<file path="src/rtl/spiral_order_matrix_reader_assert.svh">
// ----------------------------------------------------------------------------
// Spiral order matrix reader - assertion macros
// Shared concurrent assertion forms for the spiral reader RTL.
// ----------------------------------------------------------------------------
`ifndef SPIRAL_ORDER_MATRIX_READER_ASSERT_SVH
`define SPIRAL_ORDER_MATRIX_READER_ASSERT_SVH

// Same-cycle implication, masked while reset is held
`define SMR_ASSERT_IMPL(label, clk, rstn, ante, cons) \
    label: assert property (@(posedge clk) disable iff (!(rstn)) (ante) |-> (cons)) \
        else $error("spiral reader: same-cycle check failed");

// Next-cycle implication, masked while reset is held
`define SMR_ASSERT_NEXT(label, clk, rstn, ante, cons) \
    label: assert property (@(posedge clk) disable iff (!(rstn)) (ante) |=> (cons)) \
        else $error("spiral reader: next-cycle check failed");

`endif

</file>
<file path="src/rtl/smr_pkg.sv">
// ----------------------------------------------------------------------------
// Spiral order matrix reader - package
// Sizes, codes, state and heading types, and the controller/datapath links.
// ----------------------------------------------------------------------------
`default_nettype none

package smr_pkg;

    // Matrix geometry and word width
    localparam int MAX_ROWS   = 16;
    localparam int MAX_COLS   = 16;
    localparam int DATA_W     = 32;
    localparam int DEPTH      = MAX_ROWS * MAX_COLS;
    localparam int ROW_IDX_W  = $clog2(MAX_ROWS);
    localparam int COL_IDX_W  = $clog2(MAX_COLS);
    localparam int ADDR_W     = ROW_IDX_W + COL_IDX_W;
    localparam int POS_W      = $clog2(DEPTH + 1);

    // Size registers
    localparam int CNT_W      = 5;
    localparam int CFG_ADDR_W = 1;
    localparam logic [CNT_W-1:0] RESET_COUNT = CNT_W'(4);
    localparam logic [CNT_W-1:0] ROWS_LIMIT  = CNT_W'(MAX_ROWS);
    localparam logic [CNT_W-1:0] COLS_LIMIT  = CNT_W'(MAX_COLS);

    // Register indexes
    localparam logic [CFG_ADDR_W-1:0] CFG_ROW_COUNT    = 1'b0;
    localparam logic [CFG_ADDR_W-1:0] CFG_COLUMN_COUNT = 1'b1;

    // Restoring divider: one quotient bit per cycle
    localparam int DIV_STEPS = POS_W;
    localparam int DIV_CNT_W = $clog2(DIV_STEPS);

    // Walk heading
    typedef enum logic [1:0] {
        DIR_RIGHT = 2'd0,
        DIR_DOWN  = 2'd1,
        DIR_LEFT  = 2'd2,
        DIR_UP    = 2'd3
    } dir_t;

    // Controller states
    typedef enum logic [2:0] {
        ST_IDLE,
        ST_LOAD_CHK,
        ST_DIV,
        ST_LOAD_WR,
        ST_EMIT_CHK,
        ST_EMIT_RD,
        ST_OUT
    } state_t;

    // Controller to datapath
    typedef struct packed {
        logic capture;
        logic load_begin;
        logic div_start;
        logic div_step;
        logic load_wr;
        logic walk_begin;
        logic emit_rd;
    } dp_cmd_t;

    // Datapath to controller
    typedef struct packed {
        logic div_needed;
        logic div_last;
        logic walk_done;
    } dp_stat_t;

    // Zero counts as one, anything above the maximum as the maximum
    function automatic logic [CNT_W-1:0] clamp_count(input logic [CNT_W-1:0] v,
                                                     input logic [CNT_W-1:0] maxv);
        logic [CNT_W-1:0] r;
        if (v == '0) begin
            r = CNT_W'(1);
        end else if (v > maxv) begin
            r = maxv;
        end else begin
            r = v;
        end
        return r;
    endfunction

endpackage

`default_nettype wire

</file>
<file path="src/rtl/smr_ctrl.sv">
// ----------------------------------------------------------------------------
// Spiral order matrix reader - controller
// Sequences one item at a time through load, divide, read and output steps.
// ----------------------------------------------------------------------------
`default_nettype none

module smr_ctrl (
    input  wire logic            aclk,
    input  wire logic            aresetn,
    input  wire logic            s_tvalid,
    input  wire logic            s_tuser,
    output logic                 s_tready,
    output logic                 m_tvalid,
    input  wire logic            m_tready,
    output smr_pkg::dp_cmd_t     cmd,
    input  wire smr_pkg::dp_stat_t stat
);
    import smr_pkg::*;

    state_t state_reg;
    state_t state_next;

    // State register
    always_ff @(posedge aclk) begin
        if (!aresetn) begin
            state_reg <= ST_IDLE;
        end else begin
            state_reg <= state_next;
        end
    end

    // Next state
    always_comb begin
        state_next = state_reg;
        unique case (state_reg)
            ST_IDLE: begin
                if (s_tvalid) begin
                    state_next = s_tuser ? ST_EMIT_CHK : ST_LOAD_CHK;
                end
            end
            ST_LOAD_CHK: begin
                state_next = stat.div_needed ? ST_DIV : ST_LOAD_WR;
            end
            ST_DIV: begin
                if (stat.div_last) begin
                    state_next = ST_LOAD_WR;
                end
            end
            ST_LOAD_WR:  state_next = ST_IDLE;
            ST_EMIT_CHK: state_next = ST_EMIT_RD;
            ST_EMIT_RD: begin
                state_next = stat.walk_done ? ST_IDLE : ST_OUT;
            end
            ST_OUT: begin
                if (m_tready) begin
                    state_next = ST_IDLE;
                end
            end
            default: state_next = ST_IDLE;
        endcase
    end

    // Commands and handshake outputs
    always_comb begin
        cmd      = '0;
        s_tready = 1'b0;
        m_tvalid = 1'b0;
        unique case (state_reg)
            ST_IDLE: begin
                s_tready    = 1'b1;
                cmd.capture = s_tvalid;
            end
            ST_LOAD_CHK: begin
                cmd.load_begin = 1'b1;
                cmd.div_start  = stat.div_needed;
            end
            ST_DIV:      cmd.div_step   = 1'b1;
            ST_LOAD_WR:  cmd.load_wr    = 1'b1;
            ST_EMIT_CHK: cmd.walk_begin = 1'b1;
            ST_EMIT_RD:  cmd.emit_rd    = 1'b1;
            ST_OUT:      m_tvalid       = 1'b1;
            default: begin
                cmd = '0;
            end
        endcase
    end

endmodule

`default_nettype wire

</file>
<file path="config.mk">
export PLATFORM = sky130hd
export DESIGN_NAME = smr_ctrl
export DESIGN_NICKNAME = d
export VERILOG_FILES = /design/src/rtl/spiral_order_matrix_reader_assert.svh /design/src/rtl/smr_pkg.sv /design/src/rtl/smr_ctrl.sv
export SDC_FILE = /design/constraint.sdc
export NUM_CORES = 1
export LEC_CHECK = 0
export BUFFER_PORTS_ARGS = -buffer_cell sky130_fd_sc_hd__buf_2
export CORE_AREA = 4 4 41 43
export CTS_CLUSTER_SIZE = 16
export DETAILED_ROUTE_END_ITERATION = 16
export DIE_AREA = 0 0 45 47
export PLACE_DENSITY = 0.4
export SYNTH_ARGS = -nofsm -noshare
export SYNTH_HDL_FRONTEND = slang
export SYNTH_SLANG_ARGS = --single-unit
export TNS_END_PERCENT = 1
</file>
<file path="constraint.sdc">
create_clock -name aclk -period 2.3 [get_ports aclk]
set_input_delay 0.46 -clock aclk [delete_from_list [all_inputs] [get_ports aclk]]
set_output_delay 0.46 -clock aclk [all_outputs]
set_load 0.01 [all_outputs]
</file>
==> run summary <==
DRC violations left - 0
Dpl hpwl - 546 µm
Power per Cell Area - 827 nW/µm²
Yosys top cell by area - dfxtp_1
Maximum vdd drop - 0.000380 V
Syn Nets - 40
Cell Int Power - 0.000185 W
Max reg flops - 3
Area grow syn2layout - 37.1%
Synth top area cells - dfxtp_1 (23%), buf_6 (8.8%), nor3_1 (5.9%)
Largest net degree at the start of global routing - 12
Max transition margin - 77.2%
Cts hold-fix bufs - 0
RR Startpoint - state_reg[0]
I/O Buffers - 16
Setup Fix Bufs, Post-CTS - 0
Number of H-tree levels - 1
Clock share of power - 30.7%
RSZ-0062 raised after global routing - false
DIE WIDTH - 45 µm
Drt wl/cell - 10.5 µm
CTS Sinks - 3
Gate Count Post-Synth - 32
Max Slew Vio Count - 0
Setup TNS - 0 ps
First-pass GRT wire length - 1140 µm
Status - finished clean
Initial DRC Count - 6
Global route overflow - 0
Routed WL - 671 µm
Clock Path Buffers - 2
Flop pwr share - 30.6%
Count of different cell masters after synthesis - 23
Critical Path RT - 1840 ps
Die height - 47 µm
GRT Util Overall - 7.81%
DR vias/cell - 4.39
Clock Latency Late Sink - 230 ps
Post-CTS Resized - 0
Synth top area share - 23.4%
Maximum fanout along the worst path - 11
Post-Synthesis Mean Instance Area - 8.02 µm²
Fin crit share - 75.8%
GP Congestion - 0.681
Critical path capture point type - primary output
Final Hold Vio Count - 0
Initial antenna violation count - 0
Register bit total from synthesis - 3
NetSw - 0.000106 W
Vias in the first global route - 271
Detailed-route via count - 281
CTS tree - built
CP Class - flop to primary output
Synth Cell Area - 256 µm²
Hold WC Path Type - primary input to flop
Register area share after synthesis - 23.4%
Initial Util - 19.7%
Ant diodes - 0
Hold_sp - aresetn
Max_cap viols - 0
Share of post-route cells with drive strength above 1 - 51.0%
LEAKAGE - 0.176 nW
Fmax - 573 MHz
Sw frac - 36.4%
Core Region - 1300 µm²
Commonest non-fill, non-tap cells in the layout - buf_2 (16), nor2_1 (3), nor3_1 (3), clkbuf_4 (3), dfxtp_1 (3)
Crit start category - flop
CTS Buf Count - 3
Critical Path Source - state_reg[2]
Remaining antenna violation count - 0
Io pins - 17
Cell area after layout - 352 µm²
Final min period - 1740 ps
Placed cell areas - 325 µm²
CP Data Arrival Time - 1280 ps
Clk pin slew, worst setup/hold paths - 40 ps
Num rows - 13
DRT Pass-1 Iters - 3
Clk_skew - 1.04 ps
Buffer type at the clock tree root - clkbuf_4
Commonest non-fill, non-tap cell in the layout - buf_2
Comb pwr share - 38.7%
# setup viols final - 0
Slew at the pin closest to its max-slew limit - 342 ps
Synth warnings - 0
Total Nets Final - 58
Die Area - 2120 µm²
[cells by family after synthesis]
family	count (synthesis)	share of synthesized area [%]
AO/OA/AOI/OAI	9	24.9
buffers and inverters	5	14.6
flip-flops	3	23.4
AND/OR/NAND/NOR	15	37.1
[per-layer routing]
| metal | vias up | wire length, µm | track usage, % | share of wire [%] |
|---|---|---|---|---|
| li1 | 146 | - | - | - |
| met1 | 122 | 259 | 7.47 | 39 |
| met2 | 11 | 323 | 13.3 | 48 |
| met3 | 2 | 83 | 4.98 | 12 |
| met4 | 0 | 4 | 3.51 | 0.60 |
| met5 | - | 0 | 0 | 0 |
[Yosys cell counts]
master,count
nor2_2,1
buf_6,2
or2b_4,1
inv_1,1
a21oi_1,2
nor2_1,3
o311a_1,1
dfxtp_1,3
a21boi_1,1
o21ai_1,1
buf_4,1
a211o_1,1
nor3b_2,1
a211oi_1,1
nand2_1,1
and2_1,2
o22ai_1,1
and3_2,1
nor3_1,3
o2bb2ai_1,1
inv_2,1
and3_1,1
nand2b_2,1
[worst paths after layout]
| kind | end | slack [ps] | cells after the start |
|---|---|---|---|
| worst min-delay path | state_reg[0] | 490 | 2 |
| worst max register to register | state_reg[0] | 1090 | 3 |
| worst min register to register | state_reg[1] | 610 | 2 |
| worst max-delay path | cmd[1] | 560 | 3 |
[power by group through the flow]
stage | clock network (W) | logic, W | registers (W)
4_1_cts | 0.0000947 | 0.000115 | 0.0000893
2_1_floorplan | 0 | 0.000112 | 0.0000668
3_3_place_gp | 0 | 0.000117 | 0.0000904
5_1_grt | 0.000106 | 0.000125 | 0.0000928
6_report | 0.0000894 | 0.000113 | 0.0000889
3_5_place_dp | 0 | 0.000114 | 0.0000897
[worst max-delay path, stage by stage, from the launching register on]
cell     delay [ps]
dfxtp_1         500
or2b_4          320
nor2_2           90
buf_2           140
[per-stage QoR]
stage          setup WS (ps)  utilization [%]  hold slack, ps  cells  power (W)
6_report                 556             27.0             495     64   0.000291
2_1_floorplan            828                -             562     32   0.000179
3_3_place_gp             805             25.0             596     60   0.000207
4_1_cts                  537             27.0             493     64   0.000299
3_5_place_dp             800             25.0             593     60   0.000204
5_1_grt                  454             27.0             488     64   0.000325
[final cells by class]
type                            count  area, µm²
Multi-Input combinational cell     24        159
Clock buffer                        4       26.3
Sequential cell                     3       60.1
Fill cell                         164        950
Inverter                            2       7.51
Timing Repair Buffer               16       80.1
Tap cell                           15       18.8
Note: power is estimated with default switching activity, not from simulation.
